## config.mk

```make
export PLATFORM = sky130hd
export DESIGN_NAME = fraction_reducer_unit
export DESIGN_NICKNAME = d
export VERILOG_FILES = /design/src/rtl/frc_pkg.sv /design/src/rtl/frc_div.sv /design/src/rtl/fraction_reducer_unit.sv
export SDC_FILE = /design/constraint.sdc
export NUM_CORES = 1
export LEC_CHECK = 0
export ABC_AREA = 1
export BUFFER_PORTS_ARGS = -buffer_cell sky130_fd_sc_hd__clkbuf_2
export CORE_UTILIZATION = 48
export DETAILED_ROUTE_END_ITERATION = 10
export MAX_ROUTING_LAYER = met4
export PLACE_DENSITY = 0.67
export SLEW_MARGIN = 25
export SYNTH_ARGS = -nofsm -noshare
export SYNTH_HDL_FRONTEND = slang
export SYNTH_SLANG_ARGS = --single-unit
export TNS_END_PERCENT = 10
```

## constraint.sdc

```tcl
create_clock -name clk_i -period 7.65 [get_ports clk_i]
set_input_delay 0 -clock clk_i [delete_from_list [all_inputs] [get_ports clk_i]]
set_output_delay 0 -clock clk_i [all_outputs]
set_load 0.02 [all_outputs]
```

## src/rtl/frc_pkg.sv

```systemverilog
// Shared types of the fraction reducer.
// No dependencies; imported by the top level.
package frc_pkg;

  typedef enum logic [2:0] {
    ST_IDLE,
    ST_GCD,
    ST_GCD_WAIT,
    ST_NUM_WAIT,
    ST_DEN_WAIT,
    ST_FINISH
  } frc_state_e;

endpackage

```

## src/rtl/frc_div.sv

```systemverilog
// Shared restoring divider: unsigned quotient and remainder, one bit per cycle.
// Stand-alone; used by fraction_reducer_unit for Euclid steps and final divisions.
module frc_div #(
  parameter int unsigned WIDTH = 32
) (
  input  logic             clk_i,
  input  logic             rst_ni,
  input  logic             start_i,
  input  logic [WIDTH-1:0] dividend_i,
  input  logic [WIDTH-1:0] divisor_i,
  output logic             done_o,
  output logic [WIDTH-1:0] quot_o,
  output logic [WIDTH-1:0] rem_o
);

  localparam int unsigned CntW = $clog2(WIDTH);

  logic            busy_q, busy_d;
  logic            done_q, done_d;
  logic [CntW-1:0] cnt_q, cnt_d;
  logic [WIDTH-1:0] rem_q, rem_d;
  logic [WIDTH-1:0] quo_q, quo_d;
  logic [WIDTH-1:0] dvs_q, dvs_d;
  logic [WIDTH:0]   trial;
  logic [WIDTH:0]   diff;
  logic             fits;

  assign trial = {rem_q, quo_q[WIDTH-1]};
  assign diff  = trial - {1'b0, dvs_q};
  assign fits  = !diff[WIDTH];

  always_comb begin
    busy_d = busy_q;
    done_d = 1'b0;
    cnt_d  = cnt_q;
    rem_d  = rem_q;
    quo_d  = quo_q;
    dvs_d  = dvs_q;
    if (start_i) begin
      busy_d = 1'b1;
      cnt_d  = '0;
      rem_d  = '0;
      quo_d  = dividend_i;
      dvs_d  = divisor_i;
    end else if (busy_q) begin
      // shift in the next dividend bit, subtract when it fits
      rem_d = fits ? diff[WIDTH-1:0] : trial[WIDTH-1:0];
      quo_d = {quo_q[WIDTH-2:0], fits};
      cnt_d = cnt_q + CntW'(1);
      if (cnt_q == CntW'(WIDTH - 1)) begin
        busy_d = 1'b0;
        done_d = 1'b1;
      end
    end
  end

  always_ff @(posedge clk_i or negedge rst_ni) begin
    if (!rst_ni) begin
      busy_q <= 1'b0;
      done_q <= 1'b0;
      cnt_q  <= '0;
    end else begin
      busy_q <= busy_d;
      done_q <= done_d;
      cnt_q  <= cnt_d;
    end
  end

  always_ff @(posedge clk_i) begin
    rem_q <= rem_d;
    quo_q <= quo_d;
    dvs_q <= dvs_d;
  end

  assign done_o = done_q;
  assign quot_o = quo_q;
  assign rem_o  = rem_q;

endmodule

```

## src/rtl/fraction_reducer_unit.sv

```systemverilog
// Fraction reducer: brings a signed fraction to lowest terms, positive denominator.
// Input request: numer_in_i, denom_in_i on in_valid_i/in_ready_o (valid-ready).
// Result request: numer_out_o, denom_out_o, zero_denom_o on out_valid_o/out_ready_i.
// A zero denominator is taken as one and flags zero_denom_o. A negative denominator
// moves its sign to the numerator. Results too large for the field saturate.
// One request is in work at a time; in_ready_o is high only while the unit is idle.
// The gcd comes from Euclid's remainder loop on one shared bit-serial divider, which
// then also divides numerator and denominator by it. The loop takes one Euclid step
// when the denominator divides the numerator. Each division is started from ST_GCD
// or, for the denominator, from ST_NUM_WAIT, and its result is taken in ST_GCD_WAIT,
// ST_NUM_WAIT or ST_DEN_WAIT; the result then waits in ST_FINISH for the output
// register. The next request is taken while the previous result still waits in the
// output register. If the receiver stalls with a result pending, the unit holds the
// next finished result until the register frees.
// Reset (rst_ni low, asynchronous) empties the output register and idles the unit.
// Depends on frc_pkg and frc_div.
module fraction_reducer_unit #(
  parameter int unsigned WIDTH = 32
) (
  input  logic                    clk_i,
  input  logic                    rst_ni,
  input  logic                    in_valid_i,
  output logic                    in_ready_o,
  input  logic signed [WIDTH-1:0] numer_in_i,
  input  logic signed [WIDTH-1:0] denom_in_i,
  output logic                    out_valid_o,
  input  logic                    out_ready_i,
  output logic signed [WIDTH-1:0] numer_out_o,
  output logic        [WIDTH-2:0] denom_out_o,
  output logic                    zero_denom_o
);

  import frc_pkg::*;

  frc_state_e state_q, state_d;

  logic [WIDTH-1:0] a_q, a_d;
  logic [WIDTH-1:0] b_q, b_d;
  logic [WIDTH-1:0] nm_q, nm_d;
  logic [WIDTH-1:0] dm_q, dm_d;
  logic             neg_q, neg_d;
  logic             zf_q, zf_d;

  logic             out_valid_q, out_valid_d;
  logic [WIDTH-1:0] numer_q, numer_d;
  logic [WIDTH-2:0] denom_q, denom_d;
  logic             zero_q, zero_d;

  logic             in_fire;
  logic             out_load;
  logic             div_start;
  logic [WIDTH-1:0] div_dividend;
  logic [WIDTH-1:0] div_divisor;
  logic             div_done;
  logic [WIDTH-1:0] div_quot;
  logic [WIDTH-1:0] div_rem;

  logic             nneg, dneg;
  logic [WIDTH-1:0] nmag, dmag;
  logic [WIDTH-1:0] numer_fmt;
  logic [WIDTH-2:0] denom_fmt;

  assign in_ready_o = (state_q == ST_IDLE);
  assign in_fire    = in_valid_i && in_ready_o;
  assign out_load   = (state_q == ST_FINISH) && (!out_valid_q || out_ready_i);

  // magnitudes of the incoming parts; the most negative value maps to 2^(WIDTH-1)
  assign nneg = numer_in_i[WIDTH-1];
  assign dneg = denom_in_i[WIDTH-1];
  assign nmag = nneg ? (~numer_in_i + WIDTH'(1)) : numer_in_i;
  assign dmag = dneg ? (~denom_in_i + WIDTH'(1)) : denom_in_i;

  frc_div #(
    .WIDTH(WIDTH)
  ) u_div (
    .clk_i     (clk_i),
    .rst_ni    (rst_ni),
    .start_i   (div_start),
    .dividend_i(div_dividend),
    .divisor_i (div_divisor),
    .done_o    (div_done),
    .quot_o    (div_quot),
    .rem_o     (div_rem)
  );

  // next state
  always_comb begin
    state_d = state_q;
    case (state_q)
      ST_IDLE:     if (in_fire) state_d = ST_GCD;
      ST_GCD:      state_d = (b_q == '0) ? ST_NUM_WAIT : ST_GCD_WAIT;
      ST_GCD_WAIT: if (div_done) state_d = ST_GCD;
      ST_NUM_WAIT: if (div_done) state_d = ST_DEN_WAIT;
      ST_DEN_WAIT: if (div_done) state_d = ST_FINISH;
      ST_FINISH:   if (out_load) state_d = ST_IDLE;
      default:     state_d = ST_IDLE;
    endcase
  end

  // divider requests
  always_comb begin
    div_start    = 1'b0;
    div_dividend = a_q;
    div_divisor  = b_q;
    case (state_q)
      ST_GCD: begin
        div_start = 1'b1;
        if (b_q == '0) begin
          div_dividend = nm_q;
          div_divisor  = a_q;
        end
      end
      ST_NUM_WAIT: begin
        div_start    = div_done;
        div_dividend = dm_q;
        div_divisor  = a_q;
      end
      default: ;
    endcase
  end

  // result formatting with saturation
  always_comb begin
    if (nm_q == '0) begin
      numer_fmt = '0;
    end else if (neg_q) begin
      numer_fmt = ~nm_q + WIDTH'(1);
    end else if (nm_q[WIDTH-1]) begin
      numer_fmt = {1'b0, {(WIDTH-1){1'b1}}};
    end else begin
      numer_fmt = nm_q;
    end
    if (nm_q == '0) begin
      denom_fmt = (WIDTH-1)'(1);
    end else if (dm_q[WIDTH-1]) begin
      denom_fmt = '1;
    end else begin
      denom_fmt = dm_q[WIDTH-2:0];
    end
  end

  // datapath
  always_comb begin
    a_d         = a_q;
    b_d         = b_q;
    nm_d        = nm_q;
    dm_d        = dm_q;
    neg_d       = neg_q;
    zf_d        = zf_q;
    out_valid_d = out_valid_q && !out_ready_i;
    numer_d     = numer_q;
    denom_d     = denom_q;
    zero_d      = zero_q;
    case (state_q)
      ST_IDLE: begin
        if (in_fire) begin
          nm_d  = nmag;
          zf_d  = (dmag == '0);
          dm_d  = (dmag == '0) ? WIDTH'(1) : dmag;
          neg_d = (nneg != (dneg && (dmag != '0))) && (nmag != '0);
          a_d   = nmag;
          b_d   = (dmag == '0) ? WIDTH'(1) : dmag;
        end
      end
      ST_GCD_WAIT: begin
        if (div_done) begin
          a_d = b_q;
          b_d = div_rem;
        end
      end
      ST_NUM_WAIT: if (div_done) nm_d = div_quot;
      ST_DEN_WAIT: if (div_done) dm_d = div_quot;
      ST_FINISH: begin
        if (out_load) begin
          out_valid_d = 1'b1;
          numer_d     = numer_fmt;
          denom_d     = denom_fmt;
          zero_d      = zf_q;
        end
      end
      default: ;
    endcase
  end

  always_ff @(posedge clk_i or negedge rst_ni) begin
    if (!rst_ni) begin
      state_q     <= ST_IDLE;
      out_valid_q <= 1'b0;
    end else begin
      state_q     <= state_d;
      out_valid_q <= out_valid_d;
    end
  end

  always_ff @(posedge clk_i) begin
    a_q     <= a_d;
    b_q     <= b_d;
    nm_q    <= nm_d;
    dm_q    <= dm_d;
    neg_q   <= neg_d;
    zf_q    <= zf_d;
    numer_q <= numer_d;
    denom_q <= denom_d;
    zero_q  <= zero_d;
  end

  assign out_valid_o  = out_valid_q;
  assign numer_out_o  = numer_q;
  assign denom_out_o  = denom_q;
  assign zero_denom_o = zero_q;

endmodule

```

# Yosys cells after proc, flatten, opt, wreduce, memory -nomap -nowiden
# Index checks and enable logic that the tools add are counted.
# word_totals
word_cells	104
out_inout_bits	66
regBits	301
in_bits	68
# classes
bitwise_logic	3
eq_ne	12
muxes	40
addsub	5
n_reduce_logical	26
# ops
operator	n
32-bit two-way mux	14
32-bit case mux with 2 select lines	6
32-bit zero test	3
32-bit NOT	3
32-bit by 2-bit adder with 32-bit output (second input constant)	2
32-bit nonzero test	2
31-bit two-way mux	2
33-bit by 32-bit subtractor with 33-bit output	1
32-bit by 1-bit adder with 32-bit output (second input constant)	1
3-bit case mux with 6 select lines	1
3-bit two-way mux	5
5-bit two-way mux	2
1-bit two-way mux	9
3-bit AND reduction	3
2-bit by 1-bit inequality test with 1-bit output (second input constant)	4
2-bit nonzero test	4
3-bit by 2-bit equality test with 1-bit output (second input constant)	2
3-bit equality test (second input constant)	2
5-bit by 1-bit adder with 5-bit output (second input constant)	1
5-bit equality test (second input constant)	1
1-bit logical AND	5
5-bit AND reduction	1
2-bit AND reduction	2
3-bit by 1-bit equality test with 1-bit output (second input constant)	1
7 further kinds	9

# Logic depth before layout (Yosys ltp)
# Gate-level depths: netlist (run 1).
# logic_depth
ltp_word	7
depth_mapped	18
depth_no_buf	18

# By module
# A second synthesis (run 1) with hierarchy kept.
# hier_totals
cells_unflattened	2574
area_unflattened_um2	18870.6
# modules_own_cells
mod	area_per_inst_um2	seq_area_each_um2	cells_per_inst	n_inst
fraction_reducer_unit	11996.5	5925.7	1546	1
frc_div	6874.1	2737.6	1028	1

# Worst setup path before layout (run 1)
# Ideal clock, no wire load.
# synth_timing
kind	reg2reg
start	register state_q[1]
end	register a_q[0], enable pin
required_time_ns	7.068
stages_incl_launch_ff	4
n_path_buf	0
slack_ns	1.707
synth_period_minus_slack_ns	5.943
setup_time_ns	0.582
arrival_ns	5.361
path_cell_list	dfrtp_1 -> inv_1 -> nor2_1 -> a211oi_1
# synth_via
elab_chain_cells	4
elab_cells_between_ends	7
# synth_lines
element	line_no	source
start: declaration	fraction_reducer_unit.sv:35	frc_state_e state_q, state_d;
start signal: assignment	fraction_reducer_unit.sv:190	state_q <= state_d;
3-bit zero test	fraction_reducer_unit.sv:63, fraction_reducer_unit.sv:154	
1-bit logical AND	fraction_reducer_unit.sv:64	assign in_fire = in_valid_i && in_ready_o;
2-bit by 1-bit inequality test with 1-bit output (no source line)	-	
3-bit AND reduction (no source line) *	-	
end signal: assignment	fraction_reducer_unit.sv:196	a_q <= a_d;
end: declaration	fraction_reducer_unit.sv:37	logic [WIDTH-1:0] a_q, a_d;
# Mark *: on every way between the ends. The rest lies on a longest branch, timed or not.
# A chain may end at the register's enable or synchronous reset.

# Final worst setup path (run 1)
# layout_timing
start	register b_q[8]
end	register u_div.quo_q[25] (netlist: u_div.quot_o[25]), data pin
# layout_via
elab_chain_cells	4
# layout_lines
element	line_no	source
start: declaration	fraction_reducer_unit.sv:38	logic [WIDTH-1:0] b_q, b_d;
start signal: assignment	fraction_reducer_unit.sv:197	b_q <= b_d;
32-bit zero test	fraction_reducer_unit.sv:108	if (b_q == '0) begin
32-bit two-way mux	fraction_reducer_unit.sv:108	
32-bit case mux with 2 select lines	fraction_reducer_unit.sv:105	case (state_q)
32-bit two-way mux	frc_div.sv:39	if (start_i) begin
via u_div.quo_d[25]	frc_div.sv:22	logic [WIDTH-1:0] quo_q, quo_d;
end signal: assignment	frc_div.sv:71	quo_q <= quo_d;
end: declaration	frc_div.sv:22	
# The timed path passes the listed nets, and every way through them passes these cells.

==> impl_results.md, run 1 <==
* Clock slew at reported path FFs at roughly 60 ps
* Min-Delay Endpoint: b_q[10]
* CTS tree: built
* Buf+Inv Stages, Crit Path at 3
* CP max FO at 55
* Register area share after synthesis at 0.4819
* Total grt overflow at 0
* Fin crit share at 0.4434
* Reg2reg end: u_div.quot_o[25]
* Crit start category: flop
* Row count at 70
* PortBufs at ~130
* Flops & latches, synth at 301
* Tot GR Track Use at 0.3115
* Sequential Power Share at 0.339
* Crit path required time at roughly 7900 ps
* Crit-path cells: nor4_1 -> nand4_1 -> nor2_2 -> buf_4 -> nand2_1 -> nand2_2 -> buf_4 -> inv_2 -> nand2_1 -> a32oi_1
* Drt first pass iters at 6
* Worst R2R Setup Slack at between 4000 and 5000 ps
* DRC violation count after routing at 0
* Clk sinks at ~300
* Slowest stage delay, CP at 490 ps
* M1 WL at 24.76 mm
* First-pass GRT wire length at between 80 and 90 mm
* Initial antenna violation count at 0
* Vias in the first global route at about 15000
* Setup_tns at 0 ps
* Most common cell after layout, fill and taps aside: nand2_1
* Number of synthesized flops with an enable pin at roughly 260
* Final setup vio count at 0
* # diodes at 0
* Routed length on met2 at 25.71 mm
* Worst R2R Start: b_q[8]
* Initial Util at 0.4899
* Final nets at between 2000 and 3000
* Core area at ~0.037 mm^2
* Routed met3 length at a little over 5 mm
* Post-synth ARST share at 0.03654
* Die ar. at ~0.038 mm^2
* Layout area overhead at 12.84%
* Switching share of power at 0.4301
* Layout cell share with drive strength beyond 1 at 0.09971
* Yosys cell types at 53
* Slowest cell on crit path: buf_4
* Dpl hpwl at 44.30 mm
* Root Driver: clkbuf_16
* Synth Instances at 2297
* Synthesized area per cell at between 7 and 8 um^2
* Slew headroom at 0.2176
* Leakage power at between 8 and 9 nW
* DIE HEIGHT at 195.5 um
* Main flop type after synthesis: edfxtp_1
* Net Sw Power at ~3.5 mW
* Hold/Removal Path Class: in2reg
* RSZ-0062 raised after global routing: no
* Commonest cells after routing, fill and taps aside: 557 x nand2_1, 304 x inv_1, 292 x nor2_1
* Vias at ~16000
* Max_cap viols at 0
* Status: completed
* Layout Skew at slightly above 30 ps
* Power share of the clock group at 0.207
* Hold Crit Depth at 5
* Final Slew Violations at 0
* Largest net degree at the start of global routing at 67
* PD cells at ~410 mW/mm^2
* Synth warn at 0
* Path depth of the worst reg2reg path at 10
* Worst hold path startpoint: denom_in_i[10]
* Postcts setup bufs at 0
* Crit path depth at 10
* Gate power share at 0.454
* Vias/cell at 5.570
* DRT iter0 DRCs at about 1700
* CTS Buf Count at 34
* Top Family by Delay on Critical Path: simple AND/OR/NAND/NOR gates
* Clk_lat worst skew at approximately 540 ps
* RD Place Congestion at about 1.0
* I/O pins at between 100 and 150
* ANT nets after route at 0
* Critical path type: reg2reg
* Fin. Hold Viols at 0
* Drt total wl at about 58 mm
* CTS Buffer Depth at 3
* WP data arrival at around 3700 ps
* Max Fclk at ~0.29 GHz
* VDD IR max at roughly 370 uV
* Cell-internal power at 4.683 mW
* Top sig layer: met4
* Fillers at 3438
* Final Critical Period at 3392 ps
* H-Tree Level Count at 2
* Worst slew pin tran at between 1000 and 1500 ps
* Critical path endpoint category: flop
* Synthesized area at roughly 0.018 mm^2
* Post-layout util at 0.5528
* Die width at a little under 200 um
* Syn_nets at 2403
* DR WL/cell at approximately 20 um
==> registers in the layout, indices dropped and copies added (netlist names) <==
| register | count |
|---|---|
| zf_q | 1 |
| u_div.rem_o | 32 |
| nm_q | 32 |
| u_div.busy_q | 1 |
| u_div.dvs_q | 32 |
| u_div.done_o | 1 |
| u_div.cnt_q | 5 |
| state_q | 3 |
| neg_q | 1 |
| u_div.quot_o | 32 |
| denom_out_o | 31 |
| a_q | 32 |
| zero_denom_o | 1 |
| out_valid_o | 1 |
| b_q | 32 |
| numer_out_o | 32 |
| dm_q | 32 |
==> layout make-up <==
cell class / instances / area [um^2] / area share
clock buffer: 42 / 902.1 / 0.04447
clock inverter: 20 / 246.5 / 0.01215
inverter: 311 / 1167 / 0.05754
multi-input combinational: 1603 / 7836 / 0.3863
sequential: 301 / 8663 / 0.4270
tap: 468 / 585.6 / 0.02886
timing repair buffer: 160 / 885.9 / 0.04367
==> worst register-to-register path, stage by stage (launching register included) <==
cell and delay (ps):
edfxtp_1 410, nor4_1 370, nand4_1 230, nor2_2 130, buf_4 280, nand2_1 400
nand2_2 150, buf_4 490, inv_2 390, nand2_1 190, a32oi_1 110
==> logic make-up after synthesis <==
kind of cell	after synthesis	share of synthesized area
simple gates	1086	0.2505
compound gates	429	0.1308
buf+inv	393	0.08553
flops	301	0.4819
xor+xnor	50	0.02436
fa+ha+maj	38	0.02686
==> synthesized netlist by cell type (all sizes together) (3+ instances only) <==
cell type / number / area (um^2)
o22ai: 28 / 175.2
clkbuf: 63 / 236.5
nand4: 23 / 143.9
a21boi: 7 / 56.30
o31ai: 4 / 30.03
nor2: 303 / 1160
nand3b: 4 / 30.03
ha: 37 / 462.9
nand3: 136 / 690.7
inv: 309 / 1160
dfrtp: 11 / 275.3
nand2: 569 / 2186
edfxtp: 258 / 7747
a31oi: 19 / 118.9
o21ai: 210 / 1055
o21a: 4 / 30.03
o21bai: 5 / 37.54
nor4: 12 / 75.07
xor2: 21 / 183.9
a21oi: 122 / 614.3
buf: 19 / 133.9
a211oi: 3 / 22.52
dfxtp: 32 / 640.6
nor3: 34 / 186.4
xnor2: 29 / 254.0
a2bb2oi: 4 / 35.03
a22oi: 8 / 60.06
o211ai: 5 / 37.54
a21o: 6 / 45.04
==> worst max-delay path by stage <==
stage | endpoint | start | slack (ps)
2_1_floorplan | a_q[0] | state_q[1] | 1710
6_report | u_div.quot_o[25] | b_q[8] | 4260
3_5_place_dp | u_div.quot_o[25] | b_q[8] | 4280
3_3_place_gp | u_div.dvs_q[4] | b_q[24] | 4370
5_1_grt | u_div.quot_o[25] | b_q[0] | 3970
4_1_cts | u_div.quot_o[25] | b_q[8] | 4290
==> timing repair <==
item,4_1_cts,5_1_grt
gates resized for setup,0,0
hold endpoints to repair,17,0
setup endpoints to repair,0,0
hold buffers,7,0
==> metal layers <==
layer,track usage,up-vias
met2,0.4794,752
met5,-,-
li1,-,7856
met3,0.04162,100
met1,0.4199,7474
met4,0.1169,0
==> power groups by stage <==
stage | combinational, mW | clock (mW) | sequential (mW)
6_report | 3.73 | 1.70 | 2.79
5_1_grt | 4.14 | 1.76 | 2.83
4_1_cts | 3.68 | 1.71 | 2.77
3_5_place_dp | 3.66 | 0 | 2.80
3_3_place_gp | 3.60 | 0 | 2.80
2_1_floorplan | 2.78 | 0 | 2.69
==> through the flow <==
| stage | hold slack (ps) | instance area, um^2 | power [mW] | cells | setup WS [ps] |
|---|---|---|---|---|---|
| after floorplan | -295.6 | 17980 | 5.469 | 2297 | 1707 |
| after global placement | -64.37 | 19070 | 6.400 | 2836 | 4373 |
| after detailed placement | -60.17 | 19070 | 6.454 | 2836 | 4276 |
| after CTS | 8.473 | 20290 | 8.163 | 2905 | 4295 |
| after global routing | 38.28 | 20290 | 8.732 | 2905 | 3971 |
| final | 22.48 | 20290 | 8.217 | 2905 | 4258 |
(Power assumes the default switching activity.)
==> run 2: changes to the inputs <==
Settings changed: ABC_AREA 1 to 0.
Clock period 7.65 ns to 3.2 ns, I/O delays scaled along.
==> impl_results.md, run 2 <==
* ANT nets after route at 0 (unchanged)
* RSZ-0062 raised after global routing: yes
* Post-synthesis adder-cell area fraction at 0.02824 (+0.001380)
* Most frequent CP cell: or3_4
* Final setup vio count at 22 (+22)
* Tot GR Track Use at 0.3008 (-0.01076)
* Final Slew Violations at 0 (unchanged)
* DRC violation count after routing at 0 (unchanged)
* Fin. Hold Viols at 0 (unchanged)
* Row count at 68 (-2.9%)
* Synthesized area per cell at 9.727 um^2 (+24%)
* DRT iter0 DRCs at 1654 (-0.60%)
* Compound-Gate Fraction of Synth Area at 0.1629 (+0.03204)
* Yosys cell types at 76 (+43%)
* Post-synth ARST share at 0.03654 (unchanged)
* Clk sinks at 301 (unchanged)
* Die width at 190.7 um (-2.4%)
* Syn_nets at 1864 (-22%)
* Area of the multi-input gates at 0.007944 mm^2 (+1.4%)
* Final WS setup at -184.3 ps (-4443 ps)
* Vias/cell at 6.110 (+9.7%)
* Fillers at 2962 (-14%)
* CTS Buffer Depth at 3 (unchanged)
* Core area at 0.03480 mm^2 (-5.2%)
* Flops & latches, synth at 301 (unchanged)
* First-pass GRT wire length at 80.99 mm (-7.8%)
* # diodes at 0 (unchanged)
* Post-synth top area cell: edfxtp_1
* Failing checks: setup timing
* PortBufs at 133 (unchanged)
* Post-synthesis mux area share at 0.05429 (+0.05429)
* H-Tree Level Count at 2 (unchanged)
* Drt first pass iters at 5 (-1)
* Synth Instances at 1758 (-23%)
* Slowest cell on crit path: or4_4
* DIE HEIGHT at 190.7 um (-2.4%)
* Root Driver: clkbuf_16
* Most instantiated cells after synthesis: 299 x nor2_1, 258 x edfxtp_1, 220 x a21oi_1, 109 x nand2_1, 97 x o21ai_0
* Max Fclk at 0.2955 GHz (+0.22%)
* Crit path required time at 3450 ps (-4480 ps)
* DR WL/cell at 21.96 um (+11%)
* VDD IR max at 572.2 uV (+54%)
* Crit start category: flop
* Largest net degree at the start of global routing at 77 (+15%)
* Initial antenna violation count at 0 (unchanged)
* Slowest stage delay, CP at 560 ps (+70 ps)
* Worst slew pin tran at 847.6 ps (-313.7 ps)
* Slew headroom at 0.4328 (+0.2152)
* CP max FO at 2 (-96%)
* Drt total wl at 53.66 mm (-6.9%)
* Vias at 14930 (-7.7%)
* Most common cell after layout, fill and taps aside: nor2_1
* Clock slew at reported path FFs at 70 ps (about the same)
* Dpl ws at -138.8 ps (-4415 ps)
* Dpl hpwl at 39.37 mm (-11%)
* Hold/Removal Path Class: in2reg
* Layout Skew at 13.94 ps (-16.33 ps)
* Leakage power at 7.803 nW (-12%)
* Reg area at 0.008665 mm^2 (about the same)
* Vias in the first global route at 14250 (-4.7%)
* PD cells at 843.0 mW/mm^2 (+110%)
* Layout cell share with drive strength beyond 1 at 0.2086 (+0.1089)
* Synth warn at 0 (unchanged)
* RD Place Congestion at 0.9995 (-3.2%)
* I/O pins at 134 (unchanged)
* Top-count cell post-synth: nor2_1
* Max_cap viols at 0 (unchanged)
* Initial Util at 0.4914 (+0.001499)
* Register area share after synthesis at 0.5066 (+0.02475)
* Final Critical Period at 3384 ps (-7.424 ps)
* Largest family of logic cells by synthesized area: compound AO/OA/AOI/OAI gates
* XOR/XNOR share of the synthesized area at 0.04763 (+0.02327)
* Status: complete, but fails checks
* Top cells by area, synth: edfxtp_1 45%, nor2_1 6.6%, a21oi_1 6.4%, dfxtp_1 3.7%, xor2_1 3.0%
* Fin crit share at 1.058 (+0.6142)
* Final Hold Slack at 46.10 ps (+23.62 ps)
* Commonest cells after routing, fill and taps aside: 296 x nor2_1, 258 x edfxtp_1, 218 x a21oi_1
* Total grt overflow at 0 (unchanged)
* Setup_tns at -831.5 ps (-831.5 ps)
* Final cell count without fillers at 2444 (-16%)
* Main flop type after synthesis: edfxtp_1
* Crit-path cells: or4_4 -> or2_1 -> or3_4 -> or4b_4 -> or3_4 -> or3_4 -> nor3_4 -> xor2_1 -> nor3_1
* Critical path endpoint category: flop
* CTS tree: built
* Area share of the largest cell type after synthesis at 0.4531 (+0.02213)
* Clk_lat worst skew at 510 ps (-30 ps)
* Layout area overhead at 19.66%
* CTS Buf Count at 34 (unchanged)
* Final nets at 2071 (-18%)
* Synthesized area at 0.01710 mm^2 (-4.9%)
* Die ar. at 0.03638 mm^2 (-4.8%)
* Simple-gate portion of the synthesized area at 0.1606 (-0.08993)
* Number of synthesized flops with an enable pin at 258 (unchanged)
* Critical path type: reg2reg
* WP data arrival at 3630 ps (-40 ps)
* Placed cells at 2357 (-17%)
[run 2: cell count changes after synthesis, sizes merged, moves of 29 or more]
cell    previous run  this run
mux2i              0        50
xor2              21        58
clkbuf            63        92
nand2            569       109
o21ai            210        98
nand3            136        19
mux2               0        38
a21oi            122       220
inv              309        60
[run 2: final cells by class]
class | instances | area share
clock buffer | 43 | 0.04427
clock inverter | 17 | 0.005931
inverter | 61 | 0.01119
multi-input combinational | 1283 | 0.3882
sequential | 301 | 0.4234
tap | 455 | 0.02782
timing repair buffer | 284 | 0.09912
[run 2: path summary, 6_finish.rpt]
check | from | endpoint | slack [ps] | cells past startpoint
min reg2reg | zf_q | zero_denom_o | 500 | 0
min in group asynchronous | rst_ni | u_div.cnt_q[4] | 530 | 3
max in group asynchronous | rst_ni | u_div.busy_q | 2300 | 3
max reg2reg | nm_q[15] | numer_out_o[31] | -180 | 9
min | numer_in_i[18] | neg_q | 50 | 3
max | nm_q[15] | numer_out_o[31] | -180 | 9
[run 2: routing by layer]
metal / up-vias / share of wire / global-route usage
met4: 0 / 0.038 / 0.1105
met5: - / 0 / -
met1: 7207 / 0.41 / 0.3889
met2: 722 / 0.48 / 0.4823
li1: 6892 / - / -
met3: 113 / 0.072 / 0.03920
[run 2: critical path, delay by kind of cell (launching register included)]
family	cells	cell delay [ps]
DFF	1	400
xor gates and xnor gates	1	160
and+or+nand+nor	8	2560
[run 2: where the power goes]
part / internal, mW / switching, mW
clock: 2.10 / 1.59
combinational: 3.10 / 4.29
sequential: 5.44 / 0.727
[run 2: kinds of logic after synthesis]
kind of cell,after synthesis
adder cells (fa/ha/maj),38
multiplexers,88
flip-flops,301
XOR/XNOR,93
AND/OR/NAND/NOR,596
buffers and inverters,174
AO/OA/AOI/OAI,468
[run 2: metrics by stage]
| step | util | cell area (um^2) | power (mW) |
|---|---|---|---|
| 2_1_floorplan | - | 17110 | 10.97 |
| 3_3_place_gp | 0.5454 | 18980 | 12.94 |
| 3_5_place_dp | 0.5454 | 18980 | 13.15 |
| 4_1_cts | 0.5831 | 20290 | 16.86 |
| 5_1_grt | 0.5880 | 20460 | 18.20 |
| 6_report | 0.5880 | 20460 | 17.25 |
[run 2: what timing repair did]
item | 4_1_cts | 5_1_grt
cloned | 3 | 2
hold buffers | 9 | 0
buffers inserted | 9 | 5
setup endpoints to repair | 49 | 84
endpoints found under the hold margin | 23 | 0
pin swaps | 4 | 12
resized for setup | 13 | 16
